**config.mk**
```make
export PLATFORM = sky130hd
export DESIGN_NAME = trapezoid_move_profile_core_flat
export DESIGN_NICKNAME = d
export VERILOG_FILES = /design/src/rtl/tmp_pkg.sv /design/src/rtl/tmp_channels.sv /design/src/rtl/tmp_sequencer.sv /design/src/rtl/tmp_datapath.sv /design/src/rtl/trapezoid_move_profile_core.sv /design/src/flat_wrapper.sv
export SDC_FILE = /design/constraint.sdc
export NUM_CORES = 2
export LEC_CHECK = 0
export BUFFER_PORTS_ARGS = -buffer_cell sky130_fd_sc_hd__buf_2
export CELL_PAD_IN_SITES_DETAIL_PLACEMENT = 0
export CELL_PAD_IN_SITES_GLOBAL_PLACEMENT = 1
export CORE_ASPECT_RATIO = 1.5
export CORE_MARGIN = 10
export CORE_UTILIZATION = 50
export DETAILED_ROUTE_END_ITERATION = 16
export MAX_ROUTING_LAYER = met4
export PLACE_DENSITY_LB_ADDON = 0.1
export SLEW_MARGIN = 40
export SYNTH_ARGS = -nofsm -noshare
export SYNTH_HDL_FRONTEND = slang
export SYNTH_SLANG_ARGS = --single-unit
```
**constraint.sdc**
```tcl
create_clock -name clock -period 17.99 [get_ports clock]
set_input_delay 1.799 -clock clock [delete_from_list [all_inputs] [get_ports clock]]
set_output_delay 1.799 -clock clock [all_outputs]
set_load 0.02 [all_outputs]
```
**src/rtl/tmp_pkg.sv**
```systemverilog
// Package: shared types, constants and the microprogram of the trapezoid move profile block.
package tmp_pkg;

   localparam int VEL_W  = 22;
   localparam int DIST_W = 33;
   localparam int TGT_W  = 32;
   localparam int ENDV_W = 20;
   localparam int MAXV_W = 20;
   localparam int STEP_SZ_W = 16;
   localparam int PH_W   = 3;
   localparam int CSR_IDX_W  = 2;
   localparam int CSR_DATA_W = 20;

   localparam logic [CSR_IDX_W-1:0] CSR_CRUISE_LIMIT = 2'd0;
   localparam logic [CSR_IDX_W-1:0] CSR_ACCEL_STEP   = 2'd1;
   localparam logic [CSR_IDX_W-1:0] CSR_DECEL_STEP   = 2'd2;

   localparam logic [MAXV_W-1:0]    MAXV_RESET  = 20'd262144;
   localparam logic [STEP_SZ_W-1:0] ACCEL_RESET = 16'd256;
   localparam logic [STEP_SZ_W-1:0] DECEL_RESET = 16'd256;

   typedef enum logic [PH_W-1:0] {
      PH_IDLE   = 3'd0,
      PH_ACCEL  = 3'd1,
      PH_CRUISE = 3'd2,
      PH_DECEL  = 3'd3,
      PH_COAST  = 3'd4
   } phase_type;

   typedef enum logic [3:0] {
      UOP_NONE,
      UOP_LOAD,
      UOP_VEL,
      UOP_DIST,
      UOP_MUL_VV,
      UOP_MUL_EE,
      UOP_MUL_RHS,
      UOP_SETTLE,
      UOP_RESPOND
   } op_type;

   typedef enum logic [1:0] {
      COND_NEXT,
      COND_START,
      COND_IDLE,
      COND_ALWAYS
   } cond_type;

   localparam int UC_DEPTH = 10;
   localparam int STEP_W   = $clog2(UC_DEPTH);
   typedef logic [STEP_W-1:0] step_type;

   localparam step_type ST_DISPATCH = 4'd0;
   localparam step_type ST_IDLECHK  = 4'd1;
   localparam step_type ST_VEL      = 4'd2;
   localparam step_type ST_DIST     = 4'd3;
   localparam step_type ST_LOAD     = 4'd4;
   localparam step_type ST_MUL_VV   = 4'd5;
   localparam step_type ST_MUL_EE   = 4'd6;
   localparam step_type ST_MUL_RHS  = 4'd7;
   localparam step_type ST_SETTLE   = 4'd8;
   localparam step_type ST_RESPOND  = 4'd9;

   typedef struct packed {
      op_type   op;
      cond_type cond;
      step_type target;
      logic     last;
   } ctrl_word_type;

   // Datapath command from the sequencer.
   typedef struct packed {
      logic   exec;
      op_type op;
   } dp_ctrl_type;

   // Datapath status seen by the sequencer.
   typedef struct packed {
      logic start_item;
      logic phase_idle;
      logic out_free;
   } dp_status_type;

   // The microprogram. A start request runs LOAD and the settle sequence; a tick
   // in a move runs the motion update first; a tick while idle only responds.
   function automatic ctrl_word_type ucode_rom(input step_type step);
      ctrl_word_type w;
      w = '{op: UOP_NONE, cond: COND_NEXT, target: ST_DISPATCH, last: 1'b0};
      case (step)
         ST_DISPATCH: w = '{op: UOP_NONE,    cond: COND_START,  target: ST_LOAD,    last: 1'b0};
         ST_IDLECHK:  w = '{op: UOP_NONE,    cond: COND_IDLE,   target: ST_RESPOND, last: 1'b0};
         ST_VEL:      w = '{op: UOP_VEL,     cond: COND_NEXT,   target: ST_DISPATCH, last: 1'b0};
         ST_DIST:     w = '{op: UOP_DIST,    cond: COND_ALWAYS, target: ST_MUL_VV,  last: 1'b0};
         ST_LOAD:     w = '{op: UOP_LOAD,    cond: COND_NEXT,   target: ST_DISPATCH, last: 1'b0};
         ST_MUL_VV:   w = '{op: UOP_MUL_VV,  cond: COND_NEXT,   target: ST_DISPATCH, last: 1'b0};
         ST_MUL_EE:   w = '{op: UOP_MUL_EE,  cond: COND_NEXT,   target: ST_DISPATCH, last: 1'b0};
         ST_MUL_RHS:  w = '{op: UOP_MUL_RHS, cond: COND_NEXT,   target: ST_DISPATCH, last: 1'b0};
         ST_SETTLE:   w = '{op: UOP_SETTLE,  cond: COND_NEXT,   target: ST_DISPATCH, last: 1'b0};
         ST_RESPOND:  w = '{op: UOP_RESPOND, cond: COND_NEXT,   target: ST_DISPATCH, last: 1'b1};
         default:     w = '{op: UOP_RESPOND, cond: COND_NEXT,   target: ST_DISPATCH, last: 1'b1};
      endcase
      return w;
   endfunction

endpackage

```
**src/rtl/tmp_channels.sv**
```systemverilog
// Interfaces: request and response channels of the trapezoid move profile block.
interface tmp_req_if;
   import tmp_pkg::*;
   logic              valid;
   logic              ready;
   logic              action;
   logic [TGT_W-1:0]  target_distance;
   logic [ENDV_W-1:0] exit_velocity;

   modport source(output valid, action, target_distance, exit_velocity, input ready);
   modport sink(input valid, action, target_distance, exit_velocity, output ready);
endinterface

interface tmp_rsp_if;
   import tmp_pkg::*;
   logic                     valid;
   logic                     ready;
   logic signed [VEL_W-1:0]  velocity_now;
   logic [TGT_W-1:0]         distance_now;
   logic [PH_W-1:0]          phase;
   logic                     done_res;

   modport source(output valid, velocity_now, distance_now, phase, done_res, input ready);
   modport sink(input valid, velocity_now, distance_now, phase, done_res, output ready);
endinterface

```
**src/rtl/tmp_sequencer.sv**
```systemverilog
// Microcode sequencer: step counter, program table lookup and conditional jumps.
module tmp_sequencer (
   input  logic                   clock,
   input  logic                   reset,
   input  logic                   accept,
   input  tmp_pkg::dp_status_type status,
   output logic                   ready,
   output tmp_pkg::dp_ctrl_type   ctrl
);
   import tmp_pkg::*;

   logic          busy_ff, busy_in;
   step_type      step_ff, step_in;
   ctrl_word_type word;
   logic          stall;
   logic          jump;

   always_comb begin
      word  = ucode_rom(step_ff);
      stall = (word.op == UOP_RESPOND) && !status.out_free;
      case (word.cond)
         COND_START:  jump = status.start_item;
         COND_IDLE:   jump = status.phase_idle;
         COND_ALWAYS: jump = 1'b1;
         default:     jump = 1'b0;
      endcase

      busy_in = busy_ff;
      step_in = step_ff;
      if (!busy_ff) begin
         if (accept) begin
            busy_in = 1'b1;
            step_in = ST_DISPATCH;
         end
      end else if (!stall) begin
         if (word.last) begin
            busy_in = 1'b0;
         end else if (jump) begin
            step_in = word.target;
         end else begin
            step_in = step_ff + 1'b1;
         end
      end
   end

   always_ff @(posedge clock) begin
      if (reset) begin
         busy_ff <= 1'b0;
         step_ff <= ST_DISPATCH;
      end else begin
         busy_ff <= busy_in;
         step_ff <= step_in;
      end
   end

   assign ready     = !busy_ff;
   assign ctrl.exec = busy_ff && !stall;
   assign ctrl.op   = word.op;

endmodule

```
**src/rtl/tmp_datapath.sv**
```systemverilog
// Datapath: move state, configuration, shared multiplier, phase logic and response register.
module tmp_datapath (
   input  logic                                 clock,
   input  logic                                 reset,
   input  logic                                 accept,
   input  logic                                 req_action,
   input  logic [tmp_pkg::TGT_W-1:0]            req_target_distance,
   input  logic [tmp_pkg::ENDV_W-1:0]           req_exit_velocity,
   input  logic                                 csr_we,
   input  logic [tmp_pkg::CSR_IDX_W-1:0]        csr_index,
   input  logic [tmp_pkg::CSR_DATA_W-1:0]       csr_wdata,
   input  tmp_pkg::dp_ctrl_type                 ctrl,
   output tmp_pkg::dp_status_type               status,
   input  logic                                 rsp_ready,
   output logic                                 rsp_valid,
   output logic signed [tmp_pkg::VEL_W-1:0]     rsp_velocity_now,
   output logic [tmp_pkg::TGT_W-1:0]            rsp_distance_now,
   output logic [tmp_pkg::PH_W-1:0]             rsp_phase,
   output logic                                 rsp_done_res
);
   import tmp_pkg::*;

   localparam logic signed [VEL_W+1:0]  VSUM_MAX = 24'sd2097151;
   localparam logic signed [VEL_W+1:0]  VSUM_MIN = -24'sd2097152;
   localparam logic signed [DIST_W+1:0] ND_MAX   = $signed({2'b00, {DIST_W{1'b1}}});

   // Configuration
   logic [MAXV_W-1:0]    maxv_ff;
   logic [STEP_SZ_W-1:0] accel_ff, decel_ff;

   // Request latch
   logic              act_ff;
   logic [TGT_W-1:0]  tgt_ff;
   logic [ENDV_W-1:0] endv_ff;

   // Move state
   logic signed [VEL_W-1:0] vel_ff, vel_in;
   logic [DIST_W-1:0]       dist_ff, dist_in;
   phase_type               phase_ff, phase_in;
   logic [TGT_W-1:0]        goal_ff;
   logic [ENDV_W-1:0]       gev_ff;
   logic                    done_ff, done_in;

   // Products and brake test terms
   logic [43:0] vv_ff;
   logic [39:0] ee_ff;
   logic [43:0] lhs_ff;
   logic [48:0] rhs_ff;

   logic [31:0] mul_a;
   logic [21:0] mul_b;
   logic [53:0] mul_p;
   logic [VEL_W-1:0] vabs;
   logic [TGT_W-1:0] diff;

   logic signed [VEL_W+1:0]  acc;
   logic signed [VEL_W+1:0]  vsum;
   logic signed [VEL_W-1:0]  vsat;
   logic signed [DIST_W+1:0] nd;
   logic [DIST_W-1:0]        dsat;

   logic ge_goal, gt_goal, brake, v_le_gev, v_ge_max;

   logic rsp_valid_ff;
   logic signed [VEL_W-1:0] rsp_vel_ff;
   logic [TGT_W-1:0]        rsp_dist_ff;
   logic [PH_W-1:0]         rsp_phase_ff;
   logic                    rsp_done_ff;

   // Motion update terms
   always_comb begin
      case (phase_ff)
         PH_ACCEL: acc = $signed({8'b0, accel_ff});
         PH_DECEL: acc = -$signed({8'b0, decel_ff});
         default:  acc = '0;
      endcase
      vsum = $signed({{2{vel_ff[VEL_W-1]}}, vel_ff}) + acc;
      if (vsum > VSUM_MAX) begin
         vsat = VSUM_MAX[VEL_W-1:0];
      end else if (vsum < VSUM_MIN) begin
         vsat = VSUM_MIN[VEL_W-1:0];
      end else begin
         vsat = vsum[VEL_W-1:0];
      end

      nd = $signed({2'b00, dist_ff}) + $signed({{(DIST_W+2-VEL_W){vel_ff[VEL_W-1]}}, vel_ff});
      if (nd < 0) begin
         dsat = '0;
      end else if (nd > ND_MAX) begin
         dsat = '1;
      end else begin
         dsat = nd[DIST_W-1:0];
      end
   end

   // Shared multiplier, one product per microstep
   always_comb begin
      vabs = vel_ff[VEL_W-1] ? VEL_W'(-vel_ff) : VEL_W'(vel_ff);
      diff = goal_ff - dist_ff[TGT_W-1:0];
      case (ctrl.op)
         UOP_MUL_VV: begin
            mul_a = {10'b0, vabs};
            mul_b = vabs;
         end
         UOP_MUL_EE: begin
            mul_a = {12'b0, gev_ff};
            mul_b = {2'b0, gev_ff};
         end
         default: begin
            mul_a = diff;
            mul_b = {6'b0, decel_ff};
         end
      endcase
      mul_p = mul_a * mul_b;
   end

   // Phase transitions of one settle pass
   always_comb begin
      ge_goal  = dist_ff >= {1'b0, goal_ff};
      gt_goal  = dist_ff > {1'b0, goal_ff};
      brake    = ge_goal || ({5'b0, lhs_ff} >= rhs_ff);
      v_le_gev = vel_ff <= $signed({2'b00, gev_ff});
      v_ge_max = vel_ff >= $signed({2'b00, maxv_ff});

      vel_in   = vel_ff;
      dist_in  = dist_ff;
      phase_in = phase_ff;
      done_in  = done_ff;

      if (phase_in == PH_ACCEL || phase_in == PH_CRUISE) begin
         if (brake) begin
            phase_in = PH_DECEL;
         end else if (phase_in == PH_ACCEL && v_ge_max) begin
            phase_in = PH_CRUISE;
         end
      end
      if (phase_in == PH_DECEL) begin
         if (v_le_gev || gt_goal) begin
            vel_in = $signed({2'b00, gev_ff});
            if (gev_ff != '0) begin
               phase_in = PH_COAST;
            end else begin
               phase_in = PH_IDLE;
               dist_in  = '0;
               done_in  = 1'b1;
            end
         end
      end
      if (phase_in == PH_COAST && ge_goal) begin
         phase_in = PH_IDLE;
         dist_in  = '0;
         done_in  = 1'b1;
      end
   end

   always_ff @(posedge clock) begin
      if (reset) begin
         maxv_ff      <= MAXV_RESET;
         accel_ff     <= ACCEL_RESET;
         decel_ff     <= DECEL_RESET;
         vel_ff       <= '0;
         dist_ff      <= '0;
         phase_ff     <= PH_IDLE;
         goal_ff      <= '0;
         gev_ff       <= '0;
         done_ff      <= 1'b0;
         rsp_valid_ff <= 1'b0;
      end else begin
         if (csr_we) begin
            case (csr_index)
               CSR_CRUISE_LIMIT: maxv_ff  <= csr_wdata;
               CSR_ACCEL_STEP:   accel_ff <= csr_wdata[STEP_SZ_W-1:0];
               CSR_DECEL_STEP:   decel_ff <= csr_wdata[STEP_SZ_W-1:0];
               default: ;
            endcase
         end

         if (accept) begin
            act_ff  <= req_action;
            tgt_ff  <= req_target_distance;
            endv_ff <= req_exit_velocity;
            done_ff <= 1'b0;
         end

         if (ctrl.exec) begin
            case (ctrl.op)
               UOP_LOAD: begin
                  goal_ff  <= tgt_ff;
                  gev_ff   <= endv_ff;
                  phase_ff <= PH_ACCEL;
               end
               UOP_VEL:    vel_ff  <= vsat;
               UOP_DIST:   dist_ff <= dsat;
               UOP_MUL_VV: vv_ff   <= mul_p[43:0];
               UOP_MUL_EE: ee_ff   <= mul_p[39:0];
               UOP_MUL_RHS: begin
                  rhs_ff <= {mul_p[47:0], 1'b0};
                  lhs_ff <= (vv_ff >= {4'b0, ee_ff}) ? (vv_ff - {4'b0, ee_ff})
                                                     : ({4'b0, ee_ff} - vv_ff);
               end
               UOP_SETTLE: begin
                  vel_ff   <= vel_in;
                  dist_ff  <= dist_in;
                  phase_ff <= phase_in;
                  done_ff  <= done_in;
               end
               default: ;
            endcase
         end

         if (ctrl.exec && ctrl.op == UOP_RESPOND) begin
            rsp_valid_ff <= 1'b1;
         end else if (rsp_ready) begin
            rsp_valid_ff <= 1'b0;
         end
      end
   end

   // Response payload
   always_ff @(posedge clock) begin
      if (ctrl.exec && ctrl.op == UOP_RESPOND) begin
         rsp_vel_ff   <= vel_ff;
         rsp_dist_ff  <= dist_ff[DIST_W-1] ? '1 : dist_ff[TGT_W-1:0];
         rsp_phase_ff <= phase_ff;
         rsp_done_ff  <= done_ff;
      end
   end

   assign status.start_item = act_ff;
   assign status.phase_idle = (phase_ff == PH_IDLE);
   assign status.out_free   = !rsp_valid_ff || rsp_ready;

   assign rsp_valid        = rsp_valid_ff;
   assign rsp_velocity_now = rsp_vel_ff;
   assign rsp_distance_now = rsp_dist_ff;
   assign rsp_phase        = rsp_phase_ff;
   assign rsp_done_res     = rsp_done_ff;

endmodule

```
**src/rtl/trapezoid_move_profile_core.sv**
```systemverilog
// Top level: trapezoidal velocity profile generator for one straight move.
//
// A request on req_chan either starts a move (action = 1, with target_distance
// and exit_velocity) or advances the profile by one control tick (action = 0).
// Every request yields exactly one response on rsp_chan with the commanded
// velocity, the distance run so far, the phase and a done flag on completion.
// The csr_* port writes the cruise velocity limit, accel_step and decel_step;
// write it only while no request is in flight.
//
// Requests are processed one at a time by a microprogram. A tick while idle
// runs the dispatch and idle check steps and responds; a start runs LOAD, the
// three products and the settle step; a tick in a move runs a motion update in
// two steps before them. The response is registered in the last step, and
// req_chan.ready rises at that same edge; a new request is taken only after
// that. The three products share the one multiplier.
// A new request is taken while a response still waits in the output register;
// if the receiver stalls, the next request runs up to its response step and
// holds there until the output register is free.
// Synchronous reset clears the move state to idle, zero velocity and distance,
// loads the configuration defaults and empties the output register.
module trapezoid_move_profile_core (
   input  logic                                 clock,
   input  logic                                 reset,
   tmp_req_if.sink                              req_chan,
   tmp_rsp_if.source                            rsp_chan,
   input  logic                                 csr_we,
   input  logic [tmp_pkg::CSR_IDX_W-1:0]        csr_index,
   input  logic [tmp_pkg::CSR_DATA_W-1:0]       csr_wdata
);
   import tmp_pkg::*;

   logic          accept;
   logic          seq_ready;
   dp_ctrl_type   ctrl;
   dp_status_type status;

   // A request is taken when the sequencer has returned to its idle point.
   assign req_chan.ready = seq_ready;
   assign accept         = req_chan.valid && seq_ready;

   // Step counter and program table.
   tmp_sequencer u_seq (
      .clock  (clock),
      .reset  (reset),
      .accept (accept),
      .status (status),
      .ready  (seq_ready),
      .ctrl   (ctrl)
   );

   // Move state, arithmetic and the response register.
   tmp_datapath u_dp (
      .clock               (clock),
      .reset               (reset),
      .accept              (accept),
      .req_action          (req_chan.action),
      .req_target_distance (req_chan.target_distance),
      .req_exit_velocity   (req_chan.exit_velocity),
      .csr_we              (csr_we),
      .csr_index           (csr_index),
      .csr_wdata           (csr_wdata),
      .ctrl                (ctrl),
      .status              (status),
      .rsp_ready           (rsp_chan.ready),
      .rsp_valid           (rsp_chan.valid),
      .rsp_velocity_now    (rsp_chan.velocity_now),
      .rsp_distance_now    (rsp_chan.distance_now),
      .rsp_phase           (rsp_chan.phase),
      .rsp_done_res        (rsp_chan.done_res)
   );

endmodule

```
**src/flat_wrapper.sv**
```systemverilog
// flat-port wrapper written by rule: the top's interface ports become plain ports
module trapezoid_move_profile_core_flat import tmp_pkg::*;
  (clock, reset, csr_we, csr_index, csr_wdata, req_chan_valid, req_chan_action, req_chan_target_distance, req_chan_exit_velocity, req_chan_ready, rsp_chan_valid, rsp_chan_velocity_now, rsp_chan_distance_now, rsp_chan_phase, rsp_chan_done_res, rsp_chan_ready);
  tmp_req_if req_chan_i ();
  tmp_rsp_if rsp_chan_i ();
  input  logic clock;
  input  logic reset;
  input  logic csr_we;
  input  logic [tmp_pkg::CSR_IDX_W-1:0] csr_index;
  input  logic [tmp_pkg::CSR_DATA_W-1:0] csr_wdata;
  input wire logic [$bits(req_chan_i.valid)-1:0] req_chan_valid;
  input wire logic [$bits(req_chan_i.action)-1:0] req_chan_action;
  input wire logic [$bits(req_chan_i.target_distance)-1:0] req_chan_target_distance;
  input wire logic [$bits(req_chan_i.exit_velocity)-1:0] req_chan_exit_velocity;
  output wire logic [$bits(req_chan_i.ready)-1:0] req_chan_ready;
  output wire logic [$bits(rsp_chan_i.valid)-1:0] rsp_chan_valid;
  output wire logic [$bits(rsp_chan_i.velocity_now)-1:0] rsp_chan_velocity_now;
  output wire logic [$bits(rsp_chan_i.distance_now)-1:0] rsp_chan_distance_now;
  output wire logic [$bits(rsp_chan_i.phase)-1:0] rsp_chan_phase;
  output wire logic [$bits(rsp_chan_i.done_res)-1:0] rsp_chan_done_res;
  input wire logic [$bits(rsp_chan_i.ready)-1:0] rsp_chan_ready;
  assign req_chan_i.valid = req_chan_valid;
  assign req_chan_i.action = req_chan_action;
  assign req_chan_i.target_distance = req_chan_target_distance;
  assign req_chan_i.exit_velocity = req_chan_exit_velocity;
  assign req_chan_ready = req_chan_i.ready;
  assign rsp_chan_valid = rsp_chan_i.valid;
  assign rsp_chan_velocity_now = rsp_chan_i.velocity_now;
  assign rsp_chan_distance_now = rsp_chan_i.distance_now;
  assign rsp_chan_phase = rsp_chan_i.phase;
  assign rsp_chan_done_res = rsp_chan_i.done_res;
  assign rsp_chan_i.ready = rsp_chan_ready;
  trapezoid_move_profile_core u_core (.clock(clock), .reset(reset), .req_chan(req_chan_i), .rsp_chan(rsp_chan_i), .csr_we(csr_we), .csr_index(csr_index), .csr_wdata(csr_wdata));
endmodule
```
# After elaboration in Yosys (flattened, before gate mapping)
# Memory sizes are Yosys's and may differ from the RTL's. A register that Yosys moved wholly into a read port is not among the register bits.
# Index checks and enable logic that the tools add are counted.
[word_totals]
mem_count = 1
elab_cells = 153
regBits = 456
out_inout_bits = 60
rom_bits = 160
in_bits = 80
[memory_table]
columns = ["memory", "words", "word_bits", "rd", "rd_clocked_by_memory_dff", "wr", "line_no", "rtl"]
rows = [
  ["(name not given)", 16, 10, 1, 1, 0, "tmp_pkg.sv:89", "case (step)"],
]
[classes]
n_eq_ne = 28
magnitude_cmp = 10
n_mux = 46
n_mul = 1
reduce_logical = 35
add_sub_neg = 8
bitwise = 1
[ops]
columns = ["cell", "count"]
rows = [
  ["33-bit two-way mux", 6],
  ["22-bit two-way mux", 5],
  ["22-bit case mux with 2 select lines", 2],
  ["33-bit case mux with 2 select lines", 1],
  ["32-bit case mux with 2 select lines", 1],
  ["44-bit by 49-bit greater-or-equal comparator with 1-bit output", 1],
  ["32-bit by 22-bit multiplier with 48-bit output", 1],
  ["24-bit case mux with 2 select lines", 1],
  ["44-bit by 40-bit greater-or-equal comparator with 1-bit output", 1],
  ["44-bit two-way mux", 1],
  ["40-bit by 44-bit subtractor with 44-bit output", 1],
  ["44-bit by 40-bit subtractor with 44-bit output", 1],
  ["34-bit by 22-bit adder with 35-bit output", 1],
  ["35-bit by 34-bit > comparator with 1-bit output (second input constant)", 1],
  ["35-bit by 1-bit < comparator with 1-bit output (second input constant)", 1],
  ["33-bit by 32-bit greater-or-equal comparator with 1-bit output", 1],
  ["33-bit by 32-bit > comparator with 1-bit output", 1],
  ["32-bit subtractor", 1],
  ["4-bit two-way mux", 7],
  ["22-bit by 24-bit adder with 24-bit output", 1],
  ["24-bit by 22-bit > comparator with 1-bit output (second input constant)", 1],
  ["24-bit by 22-bit < comparator with 1-bit output (second input constant)", 1],
  ["16-bit negation with 24-bit output", 1],
  ["22-bit by 21-bit greater-or-equal comparator with 1-bit output", 1],
  ["31 further kinds", 89],
]

# Logic depth before layout (Yosys ltp)
[depth]
ltp_word = 12
ltp_mapped = 42
mapped_depth_nobuf = 40

# Cells and area by module
# A second synthesis with hierarchy kept.
[hier_totals]
cells_unflattened = 5697
hier_area_um2 = 50778.7
[modules_own_cells]
columns = ["module", "seq_area_each_um2", "area_each_um2", "instances", "cells_per_inst"]
rows = [
  ["tmp_datapath", 11901.4, 50096.8, 1, 5627],
  ["tmp_sequencer", 240.2, 675.6, 1, 69],
  ["trapezoid_move_profile_core", 0.0, 6.3, 1, 1],
]

# Worst setup path before layout
# No wires, ideal clock.
[synth_path]
path_type = "in2reg"
start = "in reset"
end = "reg u_core.u_dp.lhs_ff[0] (enable)"
setup_slack_ps = 5555
n_path_buf = 2
path_stages = 3
setup_ps = 800
required_ps = 17190
t_arrival_ps = 11635
path_cell_list = "clkbuf_1 -> clkbuf_1 -> nor4b_1"
[synth_via]
elab_chain_cells = 2
[synth_lines]
columns = ["element", "line_no", "rtl"]
rows = [
  ["start: declaration", "flat_wrapper.sv:7", "input logic reset;"],
  ["1-bit inverter (no line)", "n/a", ""],
  ["3-bit AND reduction (no line)", "n/a", ""],
  ["end signal: assignment", "tmp_datapath.sv:198", "lhs_ff <= (vv_ff >= {4'b0, ee_ff}) ? (vv_ff - {4'b0, ee_ff})"],
  ["end: declaration", "tmp_datapath.sv:47", "logic [43:0] lhs_ff;"],
]
# No other way between the ends.
# A chain may end at the register's enable or synchronous reset.

# Worst setup path after layout
[layout_path]
start = "reg u_core.u_dp.dist_ff[1]"
end = "reg u_core.u_dp.vv_ff[40] (data pin)"
[layout_via]
elab_chain_cells = 3
[layout_lines]
columns = ["element", "line_no", "rtl"]
rows = [
  ["start: declaration", "tmp_datapath.sv:38", "logic [DIST_W-1:0] dist_ff, dist_in;"],
  ["start signal: assignment", "tmp_datapath.sv:193", "UOP_DIST: dist_ff <= dsat;"],
  ["start signal: assignment", "tmp_datapath.sv:203", "dist_ff <= dist_in;"],
  ["32-bit subtractor", "tmp_datapath.sv:99", "diff = goal_ff - dist_ff[TGT_W-1:0];"],
  ["32-bit case mux with 2 select lines", "tmp_datapath.sv:100", "case (ctrl.op)"],
  ["32-bit by 22-bit multiplier with 48-bit output", "tmp_datapath.sv:114", "mul_p = mul_a * mul_b;"],
  ["via u_core.u_dp.mul_p[40]", "tmp_datapath.sv:52", "logic [53:0] mul_p;"],
  ["end signal: assignment", "tmp_datapath.sv:194", "UOP_MUL_VV: vv_ff <= mul_p[43:0];"],
  ["end: declaration", "tmp_datapath.sv:45", "logic [43:0] vv_ff;"],
]
# The timed path passes the listed nets, and every way through them passes these cells.

==> results.json <==
{
  "rsz0062_at_grt": "no",
  "cts-root-buf": "clkbuf_16",
  "postCtsHoldBufs": 0,
  "cp-end-kind": "flip-flop",
  "drv_slew": 0,
  "hold_viol": 0,
  "grt_usage": 0.317,
  "post_cts_buffers": 0,
  "portBuffers": 139,
  "wl_mm": 176,
  "place.gp.congestion": 0.999,
  "setup_violations": 0,
  "async_flop_share": 0,
  "critPathSlowestCell": "xor2_2",
  "yosysTopAreaCellShare": 0.234,
  "grt_pass1_vias": 42500,
  "yosys_register_bits": 463,
  "netlist_area_sq_um": 50400,
  "tightest_slew_ns": 0.950,
  "wl_per_cell_um": 24.8,
  "fin_cells": 7084,
  "rows": 142,
  "hpwlAfterDp_mm": 144,
  "post_drt_via_cell_ratio": 5.72,
  "ys_seq_area_frac": 0.241,
  "clockBufferDepth": 3,
  "p_leak_nw": 25.1,
  "post-route-util": 0.543,
  "powerDensity_nw_per_um2": 66.8,
  "cp_common_cell": "fa_1",
  "slew_headroom": 0.367,
  "die_area_sq_um": 114000,
  "setup_slack_ns": 7.37,
  "place_ws_ns": 7.41,
  "cp_max_fo": 11,
  "cts_sinks": 463,
  "yosys.area.top_type": "fa_1",
  "clk_pin_slew_ns": 0.07,
  "ant_nets": 0,
  "antenna_found_initial": 1,
  "synth_edf_count": 287,
  "fp.dieW_um": 279,
  "crit_type": "flip-flop to flip-flop",
  "post-route-drc-count": 0,
  "max_freq_ghz": 0.0941,
  "max_stage_delay_ns": 0.59,
  "period_needed_ns": 10.62,
  "insertion_delay_ns": 0.65,
  "peakVddDrop_mv": 0.0719,
  "arrival_ns": 10.98,
  "routed-via-count": 40500,
  "flow.area_growth_from_synthesis_pct": 7.75,
  "ios": 140,
  "avgSynthCellArea_sq_um": 8.89,
  "layout-drive-gt1-share": 0.0726,
  "required_ns": 18.34,
  "final_nets": 6841,
  "synthTopCellsByArea": "fa_1 (23%), edfxtp_1 (17%), ha_1 (11%)",
  "grt_pass1_wl_mm": 263,
  "core_sq_um": 100000,
  "synth.most_common_cell": "inv_1",
  "synth_common_cells": "inv_1 (955), nand2_1 (855), fa_1 (589), ha_1 (423), a21oi_1 (401)",
  "synth_ff_type": "edfxtp_1",
  "die_h_um": 409,
  "ys_types": 99,
  "yosys_warnings": 0,
  "total_power_mw": 3.63,
  "dr.first_iter.drc_count": 2576,
  "ctsResizeCount": 0,
  "cp-start-kind": "flip-flop",
  "setup_tns_ns": 0,
  "cts_inserted_buffers": 47,
  "drt_first_pass_iters": 8,
  "fillers": 9527,
  "grt_max_degree": 78,
  "hp-class": "flip-flop to flip-flop",
  "fin_skew_ns": 0.0435,
  "status": "finished clean",
  "drv_cap": 0,
  "grt-ovfl-total": 0,
  "dp_cells": 6996,
  "htreeDepth": 2,
  "fin_crit_sh": 0.590,
  "initial_core_util": 0.504,
  "synth_cells": 5668,
  "cts_tree": "yes"
}
registers in the layout, indices dropped and copies added (netlist names), 16 cells and up:
signal / cells
u_core.u_dp.tgt_ff: 32
u_core.u_dp.maxv_ff: 20
u_core.u_dp.endv_ff: 20
u_core.u_dp.accel_ff: 16
u_core.u_dp.decel_ff: 16
u_core.u_dp.rsp_distance_now: 32
u_core.u_dp.ee_ff: 40
u_core.u_dp.vel_ff: 22
u_core.u_dp.lhs_ff: 44
u_core.u_dp.gev_ff: 20
u_core.u_dp.rsp_velocity_now: 22
u_core.u_dp.goal_ff: 32
u_core.u_dp.dist_ff: 33
u_core.u_dp.rhs_ff: 48
u_core.u_dp.vv_ff: 44
kinds of logic after synthesis:
group	share of synthesized area
AO/OA/AOI/OAI	0.146
other	0.000149
flip-flops	0.241
XOR/XNOR	0.0335
multiplexers	0.00343
buffers and inverters	0.0925
AND/OR/NAND/NOR	0.144
adder cells (fa/ha/maj)	0.339
power breakdown:
part / switching, mW / total (mW) / internal (mW)
Combinational: 0.880 / 1.36 / 0.482
Sequential: 0.0114 / 1.22 / 1.21
Clock: 0.473 / 1.05 / 0.573
Total: 1.37 / 3.63 / 2.26
cell type report:
| type | count | area (sq um) | area share |
|---|---|---|---|
| timing repair buffer | 223 | 1340 | 0.0248 |
| multi-input combinational | 4058 | 34000 | 0.626 |
| sequential | 463 | 12100 | 0.224 |
| inverter | 956 | 3590 | 0.0661 |
| clock buffer | 55 | 1240 | 0.0228 |
| antenna | 2 | 5.00 | 0.0000922 |
| clock inverter | 31 | 373 | 0.00687 |
| tap | 1296 | 1620 | 0.0299 |
worst paths after layout:
path | depth (start not counted) | startpoint | slack [ns] | end
worst max-delay path | 37 | u_core.u_dp.dist_ff[1] | 7.37 | u_core.u_dp.vv_ff[40]
worst min-delay path | 0 | u_core.u_dp.done_ff | 0.45 | u_core.u_dp.rsp_done_res
worst max register to register | 37 | u_core.u_dp.dist_ff[1] | 7.37 | u_core.u_dp.vv_ff[40]
worst min register to register | 0 | u_core.u_dp.done_ff | 0.45 | u_core.u_dp.rsp_done_res
layout by cell type (no fill, tap or decap), types with 40 or more instances in the layout:
cell,count
a21o_1,126
a21oi_1,398
a31oi_1,45
and2_1,58
buf_2,138
buf_4,82
clkbuf_16,47
conb_1,51
dfxtp_1,174
edfxtp_1,287
fa_1,589
ha_1,423
inv_1,955
nand2_1,854
nand3_1,40
nand4_1,52
nor2_1,373
nor3_1,70
o21ai_0,167
o21bai_1,43
xnor2_1,108
xor2_1,81
stage by stage:
step	instance area, sq um	hold WS, ns
2_1_floorplan	50600	0.406
3_3_place_gp	52500	0.417
3_5_place_dp	52600	0.435
4_1_cts	54300	0.455
5_1_grt	54300	0.470
6_report	54300	0.454
per-layer routing:
layer  track usage  part of all wire
met1         0.315              0.34
met4         0.236             0.094
met2         0.565              0.52
met3        0.0339             0.043
met5             -                 0
critical path, delay by kind of cell (launching register included):
kind                       cells  cell delay (ns)
AOI/OAI and AO/OA             16             3.94
xor gates and xnor gates       2             0.70
and+or+nand+nor                4             0.56
buffers and inverters          6             0.35
adders and majority gates      9             4.28
DFF                            1             0.49
(Power assumes the default switching activity.)
